===== src/rtl/cbgwm_pkg.sv =====
// Shared types, constants and helper functions of the genome window matcher.
`timescale 1ns / 1ps

package cbgwm_pkg;

  // Default sizes of the genome store and of the promoter window.
  localparam int GENOME_BITS_DEF   = 4096;
  localparam int PROMOTER_BITS_DEF = 22;

  // Fixed field widths.
  localparam int REQ_TYPE_W = 2;
  localparam int POS_W      = 12;
  localparam int GLEN_W     = 13;
  localparam int PROM_PAT_W = 22;
  localparam int SS_W       = 16;
  localparam int TERM_W     = 11;
  localparam int TMIS_W     = 3;
  localparam int CFG_IDX_W  = 3;
  localparam int CFG_DATA_W = 22;
  localparam int WORD_W     = 32;
  localparam int BIT_SEL_W  = 5;
  localparam int SEG_W      = 6;

  // Reset value of the genome length register.
  localparam logic [GLEN_W-1:0] GLEN_RESET = GLEN_W'(4096);

  // Request type codes.
  localparam logic [REQ_TYPE_W-1:0] REQ_SET   = 2'd0;
  localparam logic [REQ_TYPE_W-1:0] REQ_FLIP  = 2'd1;
  localparam logic [REQ_TYPE_W-1:0] REQ_QUERY = 2'd2;

  // Configuration register indexes.
  localparam logic [CFG_IDX_W-1:0] REG_GENOME_LENGTH    = 3'd0;
  localparam logic [CFG_IDX_W-1:0] REG_PROMOTER_PATTERN = 3'd1;
  localparam logic [CFG_IDX_W-1:0] REG_START_PATTERN    = 3'd2;
  localparam logic [CFG_IDX_W-1:0] REG_START_MASK       = 3'd3;
  localparam logic [CFG_IDX_W-1:0] REG_STOP_PATTERN     = 3'd4;
  localparam logic [CFG_IDX_W-1:0] REG_STOP_MASK        = 3'd5;

  // Commands from the controller to the datapath.
  typedef struct packed {
    logic clr_step;
    logic load_req;
    logic seg_issue;
    logic rmw_write;
    logic load_out;
  } dp_cmd_t;

  // Status from the datapath to the controller.
  typedef struct packed {
    logic                  clr_last;
    logic                  new_bad;
    logic [REQ_TYPE_W-1:0] new_type;
    logic                  seg_last;
  } dp_sts_t;

  // Population count of a 32-bit word as a five-level adder tree.
  function automatic logic [5:0] popcount32(input logic [31:0] x);
    logic [1:0] l1 [16];
    logic [2:0] l2 [8];
    logic [3:0] l3 [4];
    logic [4:0] l4 [2];
    int i;
    for (i = 0; i < 16; i++) begin
      l1[i] = {1'b0, x[2*i]} + {1'b0, x[2*i+1]};
    end
    for (i = 0; i < 8; i++) begin
      l2[i] = {1'b0, l1[2*i]} + {1'b0, l1[2*i+1]};
    end
    for (i = 0; i < 4; i++) begin
      l3[i] = {1'b0, l2[2*i]} + {1'b0, l2[2*i+1]};
    end
    for (i = 0; i < 2; i++) begin
      l4[i] = {1'b0, l3[2*i]} + {1'b0, l3[2*i+1]};
    end
    return {1'b0, l4[0]} + {1'b0, l4[1]};
  endfunction

endpackage


===== src/rtl/cbgwm_if.sv =====
// Valid/ready channel interfaces for requests, results and configuration writes.
`timescale 1ns / 1ps

interface cbgwm_req_if;
  logic                             valid;
  logic                             ready;
  logic [cbgwm_pkg::REQ_TYPE_W-1:0] req_type;
  logic [cbgwm_pkg::POS_W-1:0]      position;
  logic                             bit_value;

  modport source (output valid, req_type, position, bit_value, input ready);
  modport sink   (input valid, req_type, position, bit_value, output ready);
endinterface

interface cbgwm_res_if #(
  parameter int DIST_W = $clog2(cbgwm_pkg::PROMOTER_BITS_DEF + 1)
);
  logic                         valid;
  logic                         ready;
  logic [DIST_W-1:0]            promoter_distance;
  logic [cbgwm_pkg::TMIS_W-1:0] terminator_mismatch;
  logic                         start_found;
  logic                         stop_found;
  logic                         bad_position;

  modport source (output valid, promoter_distance, terminator_mismatch, start_found,
                  stop_found, bad_position, input ready);
  modport sink   (input valid, promoter_distance, terminator_mismatch, start_found,
                  stop_found, bad_position, output ready);
endinterface

interface cbgwm_cfg_if;
  logic                             valid;
  logic                             ready;
  logic [cbgwm_pkg::CFG_IDX_W-1:0]  index;
  logic [cbgwm_pkg::CFG_DATA_W-1:0] data;

  modport source (output valid, index, data, input ready);
  modport sink   (input valid, index, data, output ready);
endinterface


===== src/rtl/circular_bit_genome_window_matcher.sv =====
// Top level of the circular bit genome window matcher.
`timescale 1ns / 1ps

// The genome lives in a word memory of GENOME_BITS/32 words (128 by default) with one
// write and one registered read port. After reset the block sweeps that memory to zero,
// one word a cycle, so requests are held off until the sweep is done; configuration
// writes are taken at any time. A request at or beyond the genome length (or with an
// unused request code) goes straight to its result; a set or flip is a read and a
// write-back of one memory word; and a query gathers the window from S word pieces, one
// memory read each (S is 1 or 2 for a window that does not wrap, 3 when it wraps past
// the end, up to the window width for a genome shorter than the window). Each result
// word sits in an output register, and the next request is accepted while it waits to
// be taken.
module circular_bit_genome_window_matcher #(
  parameter int GENOME_BITS   = cbgwm_pkg::GENOME_BITS_DEF,
  parameter int PROMOTER_BITS = cbgwm_pkg::PROMOTER_BITS_DEF
) (
  input  logic        clk,
  input  logic        rst,
  cbgwm_req_if.sink   req,
  cbgwm_res_if.source res,
  cbgwm_cfg_if.sink   cfg
);

  localparam int DIST_W = $clog2(PROMOTER_BITS + 1);

  cbgwm_pkg::dp_cmd_t cmd;
  cbgwm_pkg::dp_sts_t sts;
  logic [DIST_W-1:0]  promoter_distance;

  // Configuration writes never stall.
  assign cfg.ready = 1'b1;
  assign res.promoter_distance = promoter_distance;

  cbgwm_ctrl u_ctrl (
    .clk       (clk),
    .rst       (rst),
    .req_valid (req.valid),
    .req_ready (req.ready),
    .res_valid (res.valid),
    .res_ready (res.ready),
    .cmd       (cmd),
    .sts       (sts)
  );

  cbgwm_dp #(
    .GENOME_BITS   (GENOME_BITS),
    .PROMOTER_BITS (PROMOTER_BITS),
    .DIST_W        (DIST_W)
  ) u_dp (
    .clk                 (clk),
    .rst                 (rst),
    .cmd                 (cmd),
    .sts                 (sts),
    .req_type            (req.req_type),
    .position            (req.position),
    .bit_value           (req.bit_value),
    .cfg_we              (cfg.valid),
    .cfg_index           (cfg.index),
    .cfg_data            (cfg.data),
    .promoter_distance   (promoter_distance),
    .terminator_mismatch (res.terminator_mismatch),
    .start_found         (res.start_found),
    .stop_found          (res.stop_found),
    .bad_position        (res.bad_position)
  );

endmodule


===== src/rtl/cbgwm_ram.sv =====
// Generic single-write, single-read RAM with registered read data.
`timescale 1ns / 1ps

module cbgwm_ram #(
  parameter int WIDTH = 32,
  parameter int DEPTH = 128
) (
  input  logic                     clk,
  input  logic                     we,
  input  logic [$clog2(DEPTH)-1:0] waddr,
  input  logic [WIDTH-1:0]         wdata,
  input  logic [$clog2(DEPTH)-1:0] raddr,
  output logic [WIDTH-1:0]         rdata
);

  logic [WIDTH-1:0] mem [DEPTH];

  // Write port and registered read port.
  always_ff @(posedge clk) begin
    if (we) begin
      mem[waddr] <= wdata;
    end
    rdata <= mem[raddr];
  end

endmodule


===== src/rtl/cbgwm_dp.sv =====
// Datapath: configuration registers, genome store, window assembly and result logic.
`timescale 1ns / 1ps

module cbgwm_dp #(
  parameter int GENOME_BITS   = cbgwm_pkg::GENOME_BITS_DEF,
  parameter int PROMOTER_BITS = cbgwm_pkg::PROMOTER_BITS_DEF,
  parameter int DIST_W        = $clog2(PROMOTER_BITS + 1)
) (
  input  logic                             clk,
  input  logic                             rst,
  input  cbgwm_pkg::dp_cmd_t               cmd,
  output cbgwm_pkg::dp_sts_t               sts,
  input  logic [cbgwm_pkg::REQ_TYPE_W-1:0] req_type,
  input  logic [cbgwm_pkg::POS_W-1:0]      position,
  input  logic                             bit_value,
  input  logic                             cfg_we,
  input  logic [cbgwm_pkg::CFG_IDX_W-1:0]  cfg_index,
  input  logic [cbgwm_pkg::CFG_DATA_W-1:0] cfg_data,
  output logic [DIST_W-1:0]                promoter_distance,
  output logic [cbgwm_pkg::TMIS_W-1:0]     terminator_mismatch,
  output logic                             start_found,
  output logic                             stop_found,
  output logic                             bad_position
);

  localparam int WORDS   = (GENOME_BITS + cbgwm_pkg::WORD_W - 1) / cbgwm_pkg::WORD_W;
  localparam int AW      = $clog2(WORDS);
  localparam int IDX_W   = $clog2(GENOME_BITS);
  localparam int LEN_RAW = $clog2(GENOME_BITS + 1);
  localparam int LEN_W   = (LEN_RAW > cbgwm_pkg::GLEN_W) ? LEN_RAW : cbgwm_pkg::GLEN_W;
  localparam int WIN_W   = (PROMOTER_BITS > cbgwm_pkg::SS_W) ? PROMOTER_BITS : cbgwm_pkg::SS_W;
  localparam int FILL_W  = $clog2(WIN_W + 1);

  // Configuration registers.
  logic [cbgwm_pkg::GLEN_W-1:0]     genome_length;
  logic [cbgwm_pkg::PROM_PAT_W-1:0] promoter_pattern;
  logic [cbgwm_pkg::SS_W-1:0]       start_pattern;
  logic [cbgwm_pkg::SS_W-1:0]       start_mask;
  logic [cbgwm_pkg::SS_W-1:0]       stop_pattern;
  logic [cbgwm_pkg::SS_W-1:0]       stop_mask;

  // Request and window registers.
  logic [AW-1:0]                    clr_cnt;
  logic [IDX_W-1:0]                 idx;
  logic [cbgwm_pkg::REQ_TYPE_W-1:0] req_type_r;
  logic                             bit_value_r;
  logic                             bad_r;
  logic [FILL_W-1:0]                filled;
  logic [WIN_W-1:0]                 window;
  logic                             seg_valid;
  logic [cbgwm_pkg::BIT_SEL_W-1:0]  seg_lo;
  logic [cbgwm_pkg::SEG_W-1:0]      seg_n;
  logic [FILL_W-1:0]                seg_fill;

  // Memory port signals.
  logic                             mem_we;
  logic [AW-1:0]                    mem_waddr;
  logic [cbgwm_pkg::WORD_W-1:0]     mem_wdata;
  logic [AW-1:0]                    mem_raddr;
  logic [cbgwm_pkg::WORD_W-1:0]     mem_rdata;

  // Combinational helpers.
  logic [LEN_W-1:0]                 glen_ext;
  logic [LEN_W-1:0]                 eff_len;
  logic [LEN_W-1:0]                 room_len;
  logic [LEN_W-1:0]                 idx_sum;
  logic [IDX_W-1:0]                 idx_next;
  logic [cbgwm_pkg::SEG_W-1:0]      room_word;
  logic [cbgwm_pkg::SEG_W-1:0]      room_win;
  logic [cbgwm_pkg::SEG_W-1:0]      n_min;
  logic [cbgwm_pkg::SEG_W-1:0]      seg_len;
  logic [cbgwm_pkg::WORD_W-1:0]     bit_onehot;
  logic [cbgwm_pkg::WORD_W-1:0]     piece_mask;
  logic [cbgwm_pkg::WORD_W-1:0]     piece;
  logic [cbgwm_pkg::WORD_W-1:0]     placed;
  logic [PROMOTER_BITS-1:0]         prom_diff;
  logic [3:0]                       stem_eq;
  logic [cbgwm_pkg::TMIS_W-1:0]     tmis;
  logic                             is_query;

  // Effective length: the configured length clamped to the store size.
  assign glen_ext = LEN_W'(genome_length);
  assign eff_len  = (glen_ext > LEN_W'(GENOME_BITS)) ? LEN_W'(GENOME_BITS) : glen_ext;

  // Status toward the controller.
  assign sts.clr_last = (clr_cnt == AW'(WORDS - 1));
  assign sts.new_bad  = (LEN_W'(position) >= eff_len);
  assign sts.new_type = req_type;
  assign sts.seg_last = ((FILL_W + 1)'(filled) + (FILL_W + 1)'(seg_len)) == (FILL_W + 1)'(WIN_W);

  // Next segment of the window: stop at the word end, the wrap point or a full window.
  assign room_word = cbgwm_pkg::SEG_W'(cbgwm_pkg::WORD_W) - cbgwm_pkg::SEG_W'(idx[4:0]);
  assign room_win  = cbgwm_pkg::SEG_W'(WIN_W) - cbgwm_pkg::SEG_W'(filled);
  assign room_len  = eff_len - LEN_W'(idx);
  assign n_min     = (room_word < room_win) ? room_word : room_win;
  assign seg_len   = (room_len < LEN_W'(n_min)) ? cbgwm_pkg::SEG_W'(room_len) : n_min;
  assign idx_sum   = LEN_W'(idx) + LEN_W'(seg_len);
  assign idx_next  = (idx_sum == eff_len) ? '0 : IDX_W'(idx_sum);

  // Bits read back in the cycle after a segment was issued, placed at its window offset.
  assign piece_mask = cbgwm_pkg::WORD_W'((33'd1 << seg_n) - 33'd1);
  assign piece      = (mem_rdata >> seg_lo) & piece_mask;
  assign placed     = piece << seg_fill;

  // Write data: read-modify-write for set and flip, zeros during the clear sweep.
  assign bit_onehot = cbgwm_pkg::WORD_W'(1) << idx[4:0];
  always_comb begin
    if (req_type_r == cbgwm_pkg::REQ_SET) begin
      mem_wdata = bit_value_r ? (mem_rdata | bit_onehot) : (mem_rdata & ~bit_onehot);
    end else begin
      mem_wdata = mem_rdata ^ bit_onehot;
    end
    if (cmd.clr_step) begin
      mem_wdata = '0;
    end
  end

  // Memory addressing: the clear sweep or the word that holds the current index.
  assign mem_we    = cmd.clr_step | cmd.rmw_write;
  assign mem_raddr = AW'(idx >> cbgwm_pkg::BIT_SEL_W);
  assign mem_waddr = cmd.clr_step ? clr_cnt : mem_raddr;

  cbgwm_ram #(
    .WIDTH (cbgwm_pkg::WORD_W),
    .DEPTH (WORDS)
  ) u_store (
    .clk   (clk),
    .we    (mem_we),
    .waddr (mem_waddr),
    .wdata (mem_wdata),
    .raddr (mem_raddr),
    .rdata (mem_rdata)
  );

  // Result logic over the assembled window.
  assign prom_diff = window[PROMOTER_BITS-1:0] ^ PROMOTER_BITS'(promoter_pattern);
  assign is_query  = (req_type_r == cbgwm_pkg::REQ_QUERY) && !bad_r;
  always_comb begin
    for (int k = 0; k < 4; k++) begin
      stem_eq[k] = (window[k] == window[cbgwm_pkg::TERM_W-1-k]);
    end
    tmis = cbgwm_pkg::TMIS_W'(stem_eq[0]) + cbgwm_pkg::TMIS_W'(stem_eq[1])
         + cbgwm_pkg::TMIS_W'(stem_eq[2]) + cbgwm_pkg::TMIS_W'(stem_eq[3]);
  end

  // Control registers: clear sweep counter and segment pipeline flag.
  always_ff @(posedge clk) begin
    if (rst) begin
      clr_cnt   <= '0;
      seg_valid <= 1'b0;
    end else begin
      if (cmd.clr_step) begin
        clr_cnt <= clr_cnt + AW'(1);
      end
      seg_valid <= cmd.seg_issue;
    end
  end

  // Configuration register writes.
  always_ff @(posedge clk) begin
    if (rst) begin
      genome_length    <= cbgwm_pkg::GLEN_RESET;
      promoter_pattern <= '0;
      start_pattern    <= '0;
      start_mask       <= '0;
      stop_pattern     <= '0;
      stop_mask        <= '0;
    end else if (cfg_we) begin
      case (cfg_index)
        cbgwm_pkg::REG_GENOME_LENGTH:    genome_length    <= cfg_data[cbgwm_pkg::GLEN_W-1:0];
        cbgwm_pkg::REG_PROMOTER_PATTERN: promoter_pattern <= cfg_data;
        cbgwm_pkg::REG_START_PATTERN:    start_pattern    <= cfg_data[cbgwm_pkg::SS_W-1:0];
        cbgwm_pkg::REG_START_MASK:       start_mask       <= cfg_data[cbgwm_pkg::SS_W-1:0];
        cbgwm_pkg::REG_STOP_PATTERN:     stop_pattern     <= cfg_data[cbgwm_pkg::SS_W-1:0];
        cbgwm_pkg::REG_STOP_MASK:        stop_mask        <= cfg_data[cbgwm_pkg::SS_W-1:0];
        default: ;
      endcase
    end
  end

  // Request, window and result payload registers.
  always_ff @(posedge clk) begin
    if (cmd.load_req) begin
      idx         <= IDX_W'(position);
      req_type_r  <= req_type;
      bit_value_r <= bit_value;
      bad_r       <= sts.new_bad;
      filled      <= '0;
      window      <= '0;
    end else begin
      if (cmd.seg_issue) begin
        idx    <= idx_next;
        filled <= filled + FILL_W'(seg_len);
      end
      if (seg_valid) begin
        window <= window | WIN_W'(placed);
      end
    end
    if (cmd.seg_issue) begin
      seg_lo   <= idx[4:0];
      seg_n    <= seg_len;
      seg_fill <= filled;
    end
    if (cmd.load_out) begin
      promoter_distance   <= is_query ? DIST_W'(cbgwm_pkg::popcount32(
                                          cbgwm_pkg::WORD_W'(prom_diff))) : '0;
      terminator_mismatch <= is_query ? tmis : '0;
      start_found         <= is_query &&
                             ((window[cbgwm_pkg::SS_W-1:0] & start_mask) == start_pattern);
      stop_found          <= is_query &&
                             ((window[cbgwm_pkg::SS_W-1:0] & stop_mask) == stop_pattern);
      bad_position        <= bad_r;
    end
  end

`ifndef NO_ASSERTIONS
  // A segment placed into the window never runs past its top bit.
  a_seg_fits: assert property (@(posedge clk) disable iff (rst)
    seg_valid |-> ((FILL_W + 1)'(seg_fill) + (FILL_W + 1)'(seg_n)) <= (FILL_W + 1)'(WIN_W))
    else $error("window segment overruns the window");

  // A segment is issued only for an index inside the genome.
  a_idx_in_range: assert property (@(posedge clk) disable iff (rst)
    cmd.seg_issue |-> (LEN_W'(idx) < eff_len))
    else $error("segment index beyond genome length");
`endif

endmodule


===== src/rtl/cbgwm_ctrl.sv =====
// Controller: sequences clearing, read-modify-write, window reads and result hand-off.
`timescale 1ns / 1ps

module cbgwm_ctrl (
  input  logic               clk,
  input  logic               rst,
  input  logic               req_valid,
  output logic               req_ready,
  output logic               res_valid,
  input  logic               res_ready,
  output cbgwm_pkg::dp_cmd_t cmd,
  input  cbgwm_pkg::dp_sts_t sts
);

  localparam logic [2:0] S_CLEAR = 3'd0;
  localparam logic [2:0] S_IDLE  = 3'd1;
  localparam logic [2:0] S_RD    = 3'd2;
  localparam logic [2:0] S_WR    = 3'd3;
  localparam logic [2:0] S_SEG   = 3'd4;
  localparam logic [2:0] S_DRAIN = 3'd5;
  localparam logic [2:0] S_DONE  = 3'd6;

  logic [2:0] state;
  logic [2:0] state_next;
  logic       res_valid_next;
  logic       accept;
  logic       out_free;

  assign req_ready = (state == S_IDLE);
  assign accept    = req_valid && req_ready;
  assign out_free  = !res_valid || res_ready;

  // Next state and datapath commands.
  always_comb begin
    state_next = state;
    cmd        = '0;
    case (state)
      S_CLEAR: begin
        cmd.clr_step = 1'b1;
        if (sts.clr_last) begin
          state_next = S_IDLE;
        end
      end
      S_IDLE: begin
        if (accept) begin
          cmd.load_req = 1'b1;
          if (sts.new_bad) begin
            state_next = S_DONE;
          end else begin
            case (sts.new_type)
              cbgwm_pkg::REQ_SET, cbgwm_pkg::REQ_FLIP: state_next = S_RD;
              cbgwm_pkg::REQ_QUERY:                    state_next = S_SEG;
              default:                                 state_next = S_DONE;
            endcase
          end
        end
      end
      S_RD: begin
        state_next = S_WR;
      end
      S_WR: begin
        cmd.rmw_write = 1'b1;
        state_next    = S_DONE;
      end
      S_SEG: begin
        cmd.seg_issue = 1'b1;
        if (sts.seg_last) begin
          state_next = S_DRAIN;
        end
      end
      S_DRAIN: begin
        state_next = S_DONE;
      end
      S_DONE: begin
        if (out_free) begin
          cmd.load_out = 1'b1;
          state_next   = S_IDLE;
        end
      end
      default: begin
        state_next = S_IDLE;
      end
    endcase
  end

  // Output word valid: set on load, cleared when the word is taken.
  always_comb begin
    res_valid_next = res_valid;
    if (res_valid && res_ready) begin
      res_valid_next = 1'b0;
    end
    if (cmd.load_out) begin
      res_valid_next = 1'b1;
    end
  end

  always_ff @(posedge clk) begin
    if (rst) begin
      state     <= S_CLEAR;
      res_valid <= 1'b0;
    end else begin
      state     <= state_next;
      res_valid <= res_valid_next;
    end
  end

`ifndef NO_ASSERTIONS
  // The output register is loaded only when its previous word is gone or leaving.
  a_load_free: assert property (@(posedge clk) disable iff (rst)
    cmd.load_out |-> (!res_valid || res_ready))
    else $error("result overwritten before it was taken");

  // Requests open only once the clearing sweep has reached the last word.
  a_clear_done: assert property (@(posedge clk) disable iff (rst)
    ($past(state) == S_CLEAR && state == S_IDLE) |-> $past(sts.clr_last))
    else $error("clearing sweep left early");

  // A valid set or flip, once taken, passes through S_RD and writes its word back in S_WR.
  a_rmw_timing: assert property (@(posedge clk) disable iff (rst)
    (accept && !sts.new_bad &&
     (sts.new_type == cbgwm_pkg::REQ_SET || sts.new_type == cbgwm_pkg::REQ_FLIP))
    |-> ##2 cmd.rmw_write)
    else $error("read-modify-write did not write back on time");
`endif

endmodule

===== src/flat_wrapper.sv =====
// flat-port wrapper written by rule: the top's interface ports become plain ports
module circular_bit_genome_window_matcher_flat 
#(
  parameter int GENOME_BITS   = cbgwm_pkg::GENOME_BITS_DEF,
  parameter int PROMOTER_BITS = cbgwm_pkg::PROMOTER_BITS_DEF
)
  (clk, rst, req_valid, req_req_type, req_position, req_bit_value, req_ready, res_valid, res_promoter_distance, res_terminator_mismatch, res_start_found, res_stop_found, res_bad_position, res_ready, cfg_valid, cfg_index, cfg_data, cfg_ready);
  cbgwm_req_if req_i ();
  cbgwm_res_if res_i ();
  cbgwm_cfg_if cfg_i ();
  input  logic clk;
  input  logic rst;
  input wire logic [$bits(req_i.valid)-1:0] req_valid;
  input wire logic [$bits(req_i.req_type)-1:0] req_req_type;
  input wire logic [$bits(req_i.position)-1:0] req_position;
  input wire logic [$bits(req_i.bit_value)-1:0] req_bit_value;
  output wire logic [$bits(req_i.ready)-1:0] req_ready;
  output wire logic [$bits(res_i.valid)-1:0] res_valid;
  output wire logic [$bits(res_i.promoter_distance)-1:0] res_promoter_distance;
  output wire logic [$bits(res_i.terminator_mismatch)-1:0] res_terminator_mismatch;
  output wire logic [$bits(res_i.start_found)-1:0] res_start_found;
  output wire logic [$bits(res_i.stop_found)-1:0] res_stop_found;
  output wire logic [$bits(res_i.bad_position)-1:0] res_bad_position;
  input wire logic [$bits(res_i.ready)-1:0] res_ready;
  input wire logic [$bits(cfg_i.valid)-1:0] cfg_valid;
  input wire logic [$bits(cfg_i.index)-1:0] cfg_index;
  input wire logic [$bits(cfg_i.data)-1:0] cfg_data;
  output wire logic [$bits(cfg_i.ready)-1:0] cfg_ready;
  assign req_i.valid = req_valid;
  assign req_i.req_type = req_req_type;
  assign req_i.position = req_position;
  assign req_i.bit_value = req_bit_value;
  assign req_ready = req_i.ready;
  assign res_valid = res_i.valid;
  assign res_promoter_distance = res_i.promoter_distance;
  assign res_terminator_mismatch = res_i.terminator_mismatch;
  assign res_start_found = res_i.start_found;
  assign res_stop_found = res_i.stop_found;
  assign res_bad_position = res_i.bad_position;
  assign res_i.ready = res_ready;
  assign cfg_i.valid = cfg_valid;
  assign cfg_i.index = cfg_index;
  assign cfg_i.data = cfg_data;
  assign cfg_ready = cfg_i.ready;
  circular_bit_genome_window_matcher #(.GENOME_BITS(GENOME_BITS), .PROMOTER_BITS(PROMOTER_BITS)) u_core (.clk(clk), .rst(rst), .req(req_i), .res(res_i), .cfg(cfg_i));
endmodule

===== config.mk =====
export PLATFORM = sky130hd
export DESIGN_NAME = circular_bit_genome_window_matcher_flat
export DESIGN_NICKNAME = d
export VERILOG_FILES = /design/src/rtl/cbgwm_pkg.sv /design/src/rtl/cbgwm_if.sv /design/src/rtl/circular_bit_genome_window_matcher.sv /design/src/rtl/cbgwm_ram.sv /design/src/rtl/cbgwm_dp.sv /design/src/rtl/cbgwm_ctrl.sv /design/src/flat_wrapper.sv
export SDC_FILE = /design/constraint.sdc
export NUM_CORES = 2
export LEC_CHECK = 0
export BUFFER_PORTS_ARGS = -buffer_cell sky130_fd_sc_hd__buf_2
export CAP_MARGIN = 40
export CORE_AREA = 10 10 544 653
export DETAILED_ROUTE_END_ITERATION = 10
export DIE_AREA = 0 0 554 663
export PLACE_DENSITY = 0.67
export SLEW_MARGIN = 40
export SYNTH_ARGS = -nofsm -noshare
export SYNTH_HDL_FRONTEND = slang
export SYNTH_SLANG_ARGS = --single-unit

===== constraint.sdc =====
create_clock -name clk -period 9.3 [get_ports clk]
set_input_delay 0.93 -clock clk [delete_from_list [all_inputs] [get_ports clk]]
set_output_delay 0.93 -clock clk [all_outputs]
set_load 0.01 [all_outputs]

# Yosys cells after proc, flatten, opt, wreduce, memory -nomap -nowiden
# Memory sizes are Yosys's and may differ from the RTL's. A register that Yosys moved wholly into a read port is not among the register bits.
# Cells that the tools add are included.
[word_totals]
mem_bits_rw = 4096
output_inout_bits = 14
ff_bits = 181
n_memories = 1
in_bits = 45
wordCells = 153
[memory_table]
columns = ["memory", "words", "word_bits", "rd", "rd_clocked_by_memory_dff", "write_ports", "line", "text"]
rows = [
  ["u_core.u_dp.u_store.mem", 128, 32, 1, 1, 1, "cbgwm_ram.sv:16", "logic [WIDTH-1:0] mem [DEPTH];"],
]
[op_classes]
shifts = 4
bitwise = 10
order_cmp = 4
add_sub_neg = 32
n_mux = 28
reduce_logical = 23
eq_ne = 27
[ops]
columns = ["operator", "count"]
rows = [
  ["$mux 32", 3],
  ["$and 32x32->32", 2],
  ["$mux 12", 3],
  ["$and 16x16->16", 2],
  ["$eq 16x16->1", 2],
  ["$not 32->32", 1],
  ["$or 32x32->32", 1],
  ["$shl 1x5->32 const A", 1],
  ["$shl 1x6->32 const A", 1],
  ["$shl 32x5->22", 1],
  ["$shr 32x5->32", 1],
  ["$sub 32x1->32 const B", 1],
  ["$xor 32x32->32", 1],
  ["$add 1x1->2", 12],
  ["$or 22x22->22", 1],
  ["$xor 22x22->22", 1],
  ["$pmux 3 s6", 1],
  ["$add 2x2->3", 5],
  ["$eq 3x3->1 const B", 5],
  ["$mux 3", 5],
  ["$add 12x6->13", 1],
  ["$eq 13x13->1", 1],
  ["$ge 12x13->1", 1],
  ["$gt 13x13->1 const B", 1],
  ["38 further kinds", 74],
]

# Depth between registers and ports, before layout
[logic_depth]
word_depth = 10
ltp_mapped = 34
ltp_nobuf = 31

# By module
# From an unflattened synthesis, not the netlist that was laid out.
[unflattened]
hier_cells = 7746
area_unflattened_um2 = 170579.8
[modules_own_cells]
columns = ["mod", "instances", "area_each_um2", "seq_area_each_um2", "cells_per_inst"]
rows = [
  ["cbgwm_ram", 1, 156276.1, 123638.6, 5990],
  ["cbgwm_dp", 1, 13993.4, 3973.8, 1719],
  ["cbgwm_ctrl", 1, 299.0, 80.1, 35],
  ["circular_bit_genome_window_matcher", 1, 11.3, 0.0, 2],
]

# Worst setup path before layout
# Ideal clock, no wire load.
[synth_timing]
path_kind = "reg2reg"
startpoint = "register u_core.u_ctrl.state[1]"
endpoint = "memory u_core.u_dp.u_store.mem[0][12] (data pin)"
t_required_ns = 8.147
path_slack_ns = 1.763
stages_incl_launch_ff = 8
path_buffers = 5
t_arrival_ns = 6.384
synth_period_minus_slack_ns = 7.537
setup_ns = 1.153
path_cell_list = "dfxtp_1 > clkbuf_1 > nor3_1 > clkbuf_1 > clkbuf_1 > clkbuf_1 > buf_1 > nor3_1"
[synth_via]
elab_chain_cells = 3
[synth_rtl]
columns = ["item", "line", "text"]
rows = [
  ["from (decl)", "cbgwm_ctrl.sv:23", "logic [2:0] state;"],
  ["from (signal assigned)", "cbgwm_ctrl.sv:102", "state <= state_next;"],
  ["$logic_not 3->1", "cbgwm_ctrl.sv:37", "case (state)"],
  ["$mux 1", "cbgwm_ctrl.sv:37", ""],
  ["$mux 32", "cbgwm_dp.sv:113", "if (cmd.clr_step) begin"],
  ["named net u_core.u_dp.mem_wdata (one bit)", "cbgwm_dp.sv:58", "logic [cbgwm_pkg::WORD_W-1:0] mem_wdata;"],
  ["to (decl)", "cbgwm_ram.sv:16", ""],
]
# The timed path passes the listed nets, and every way through them passes these cells.

# Final worst setup path
[layout_timing]
startpoint = "register u_core.u_dp.idx[1]"
endpoint = "register u_core.u_dp.idx[2] (data pin)"
[layout_via]
elab_chain_cells = 10
word_cells_on_any_way = 11
classes_between = "3 x add/sub; 2 x order compare; 1 x eq/ne; 5 x mux"
[layout_rtl]
columns = ["item", "line", "text"]
rows = [
  ["from (decl)", "cbgwm_dp.sv:44", "logic [IDX_W-1:0] idx;"],
  ["from (signal assigned)", "cbgwm_dp.sv:184", "idx <= IDX_W'(position);"],
  ["from (signal assigned)", "cbgwm_dp.sv:192", "idx <= idx_next;"],
  ["$sub 6x5->6", "cbgwm_dp.sv:92", "assign room_word = cbgwm_pkg::SEG_W'(cbgwm_pkg::WORD_W) - cbgwm_pkg::SEG_W'(idx[4:0]);"],
  ["$lt 6x6->1", "cbgwm_dp.sv:95", "assign n_min = (room_word < room_win) ? room_word : room_win;"],
  ["$mux 6", "cbgwm_dp.sv:95", ""],
  ["$lt 13x6->1", "cbgwm_dp.sv:96", "assign seg_len = (room_len < LEN_W'(n_min)) ? cbgwm_pkg::SEG_W'(room_len) : n_min;"],
  ["$mux 6 *", "cbgwm_dp.sv:96", ""],
  ["named net u_core.u_dp.seg_len (one bit)", "cbgwm_dp.sv:71", "logic [cbgwm_pkg::SEG_W-1:0] seg_len;"],
  ["$add 12x6->13 *", "cbgwm_dp.sv:97", "assign idx_sum = LEN_W'(idx) + LEN_W'(seg_len);"],
  ["$eq 13x13->1 *", "cbgwm_dp.sv:98", "assign idx_next = (idx_sum == eff_len) ? '0 : IDX_W'(idx_sum);"],
  ["$mux 12 *", "cbgwm_dp.sv:98", ""],
  ["$mux 12 *", "cbgwm_dp.sv:191", "if (cmd.seg_issue) begin"],
  ["$mux 12 *", "cbgwm_dp.sv:183", "if (cmd.load_req) begin"],
]
# The timed path passes the listed nets; every way through them passes the cells marked *. The select of a mux whose other input is x is not followed.
# A chain may end at the register's enable or synchronous reset.

==> results.py <==
metrics = {
    "layout": {
        "area_growth_pct": 12.4,
        "n_fill_cell": 24805,
        "drive_above_1_share_pct": 29.4,
        "nets": 8281,
        "layout_commonest_cell": "edfxtp_1",
        "layout_common_cells": "4139 x edfxtp_1, 1369 x mux4_2, 435 x nand2_1",
        "stdcell_area_um2": 192000,
    },
    "pwr": {
        "seq_power_share_pct": 54.7,
        "swShare_pct": 20.9,
        "clockPowerShare_pct": 41.2,
        "p_int_mw": 30.6,
        "p_leak_nw": 57.3,
        "p_per_area_nw_per_um2": 202,
        "pwr-share-comb_pct": 4.0,
        "switching_power_mw": 8.09,
        "vdd_drop_max_mv": 0.176,
    },
    "die": {
        "dieArea_um2": 367000,
        "die_h_um": 663,
        "placementRows": 236,
        "die_x_um": 554,
        "core_area_um2": 343000,
        "ios": 59,
        "start_util_pct": 49.8,
    },
    "clock_network": {
        "cts-root-buf": "clkbuf_16",
        "cts_resized": 0,
        "cts_made_buffers": 407,
        "clkTransAtPathRegs_ns": 0.07,
        "tritoncts": "built",
        "post_cts.repair.setup_buffers": 0,
        "clk_latency_ns": 0.98,
        "cts.sinks": 4309,
        "cts_buffer_depth": 4,
        "cts_hold_buf": 0,
        "cts_max_level": 5,
    },
    "global_route": {
        "grt_use_total_pct": 23.9,
        "grt_pass1_wl_um": 634000,
        "grt_max_degree": 130,
        "antenna_found_initial": 29,
        "grt_overflow": 0,
        "grt_pass1_vias": 84527,
    },
    "place": {
        "gp_congestion": 0.901,
        "dp_hpwl_um": 255000,
        "placed_cell_area_um2": 179000,
        "io_buffers": 57,
    },
    "timing": {
        "rsz0062_at_grt": "no",
        "finalSetupViolations": 0,
        "setup_tns_ns": 0,
        "whs_ns": 0.175,
        "slew-limit-headroom_pct": 39.6,
        "final_max_slew_viol_count": 0,
        "worst_slew_pin_slew_ns": 0.906,
        "hold_viol_final": 0,
        "finalCritPeriodShare_pct": 88.5,
        "period_minus_slack_ns": 8.23,
        "fmax_mhz": 122,
        "skew_ns": 0.0767,
    },
    "routing": {
        "vias": 83523,
        "drtIter0Drc": 10103,
        "wl_per_cell_um": 34.3,
        "finalWirelength_um": 447000,
        "ant_nets": 1,
        "drc_errors": 0,
        "first_pass_iters": 6,
        "vias_per_cell": 6.41,
    },
    "synth": {
        "avgSynthCellArea_um2": 21.8,
        "async_reset_ff_share_pct": 0,
        "ys_ff_latch": 4309,
        "yosysTopAreaCell": "edfxtp_1",
        "synth.net_count": 7946,
        "ys_top_cells_by_area": "edfxtp_1 73%, mux4_2 18%, dfxtp_1 2.0%",
        "yosysSeqAreaShare_pct": 74.9,
        "syn_area_um2": 170000,
        "ys_types": 89,
        "yosysWarnings": 0,
        "synth_ff_type": "edfxtp_1",
        "synthCells": 7819,
        "synth_edf_count": 4139,
        "yosysTopAreaCellShare_pct": 72.9,
    },
    "run": {
        "cap_violations": 0,
    },
    "critical_path": {
        "path_delay_family": "compound AO/OA/AOI/OAI gates",
        "worst_path_largest_cell_delay_ns": 0.75,
        "start_kind": "flop",
        "r2r_slack_ns": 1.07,
        "critPathCaptureType": "flop",
        "cp_num_buf_inv": 3,
        "crit_slowest_cell": "a2111oi_2",
        "cp.required_ns": 9.99,
        "path_class": "flop to flop",
        "path_common_cell": "ha_1",
        "critPathMaxFanout": 12,
        "critical_path_arrival_ns": 8.91,
    },
    "status": {
        "status": "finished, violations left",
        "violations": "antenna violations",
    },
    "hold_path": {
        "hold_class": "primary input to flop",
    },
}
## final timing paths
check,from,endpoint,cells after the start
max,u_core.u_dp.idx[1],u_core.u_dp.idx[2],26
min,req_bit_value,u_core.u_dp.bit_value_r,1
max reg2reg,u_core.u_dp.idx[1],u_core.u_dp.idx[2],26
min reg2reg,u_core.u_dp.start_mask[14],u_core.u_dp.start_mask[14],2
## cell families (layout without fill, tap and decap cells)
| group | Yosys count | in the layout | synth area share, % |
|---|---|---|---|
| DFF | 4309 | 4309 | 74.9 |
| muxes | 1450 | 1450 | 18.7 |
| and+or+nand+nor | 937 | 937 | 2.38 |
| buffers and inverters | 507 | 1168 | 1.16 |
| AOI/OAI and AO/OA | 437 | 437 | 1.62 |
| xor gates and xnor gates | 96 | 96 | 0.493 |
| adders and majority gates | 82 | 82 | 0.686 |
| other | 1 | 23 | 0.00220 |
## power groups by stage
stage,Sequential (mW),Combinational [mW],Clock [mW]
detailed placement,21.6,1.56,0
global route,21.2,1.74,16.9
global placement,21.6,1.49,0
CTS,21.2,1.56,16.2
floorplan,21.5,1.09,0
finish,21.2,1.56,15.9
## Yosys cell counts, drive strengths merged (10+ instances only)
master  instances
mux2           24
a211oi         30
a21oi         204
nand3          64
edfxtp       4139
nor3           61
nand2         435
xnor2          63
o21a           14
nand2b         11
buf           156
dfxtp         170
mux4         1384
nor2b          22
a21o           14
nand4          12
fa             19
xor2           33
o21ai          55
mux2i          42
nor2          246
inv            74
clkbuf        272
nor4           11
a31oi          10
or3            12
and3           14
o31ai          13
o211ai         11
ha             63
## routing by layer
| layer | global-route usage, % | vias up | share of wire [%] |
|---|---|---|---|
| met4 | 10.0 | 6 | 5.0 |
| met2 | 40.4 | 4116 | 51 |
| met5 | 0 | - | 0.011 |
| met1 | 30.7 | 45035 | 36 |
| met3 | 4.43 | 818 | 8.4 |
| li1 | - | 33548 | - |
## final cells by class
class	count	area (µm²)	area share, %
flip-flops and latches	4309	128000	66.6
multi-input cells	3003	42100	22.0
clock buffers	516	10800	5.61
well taps	4522	5660	2.95
repair buffers	354	3140	1.64
clock inverters	219	1900	0.994
inverters	79	309	0.161
diodes	22	55.1	0.0287
## per-stage QoR
| stage | instances | setup WS (ns) | util [%] | power [mW] |
|---|---|---|---|---|
| final | 13024 | 1.07 | 55.9 | 38.7 |
| after global routing | 13009 | 0.334 | 55.9 | 39.8 |
| after CTS | 12995 | 0.989 | 55.8 | 38.9 |
| after detailed placement | 12260 | 1.04 | 52.2 | 23.1 |
| after global placement | 12244 | 0.858 | 52.0 | 23.0 |
| after floorplan | 7819 | 1.76 | - | 22.6 |
## worst reg2reg max path, stage by stage, from the launching register on
cell       delay (ns)
edfxtp_1         0.49
inv_1            0.26
ha_1             0.27
nand3_1          0.11
xnor2_1          0.18
ha_1             0.32
nand4_1          0.10
o21ai_0          0.55
mux2_2           0.43
ha_1             0.31
a211oi_1         0.22
o21ai_0          0.17
nor2_1           0.12
mux2i_1          0.09
a2111oi_0        0.42
nand4_1          0.27
buf_4            0.26
a21oi_1          0.59
ha_1             0.44
nor3_1           0.13
a2111oi_2        0.75
and3_1           0.33
nor3_1           0.07
a2111o_1         0.42
a2111oi_2        0.28
buf_4            0.27
a211oi_1         0.07
## state kept, by name, indices dropped and copies added, names as in the netlist, 2 cells and up
name	cells
u_core.u_dp.idx	12
u_core.u_dp.stop_pattern	16
u_core.u_dp.filled	5
u_core.u_dp.terminator_mismatch	3
u_core.u_dp.start_pattern	16
u_core.u_ctrl.state	3
u_core.u_dp.u_store.rdata	32
u_core.u_dp.clr_cnt	7
u_core.u_dp.genome_length	13
u_core.u_dp.seg_lo	5
u_core.u_dp.seg_n	6
u_core.u_dp.start_mask	16
u_core.u_dp.promoter_pattern	22
u_core.u_dp.u_store.mem	4096
u_core.u_dp.req_type_r	2
u_core.u_dp.seg_fill	5
u_core.u_dp.promoter_distance	5
u_core.u_dp.stop_mask	16
u_core.u_dp.window	22
No activity file was read; power rests on OpenSTA's default activity.
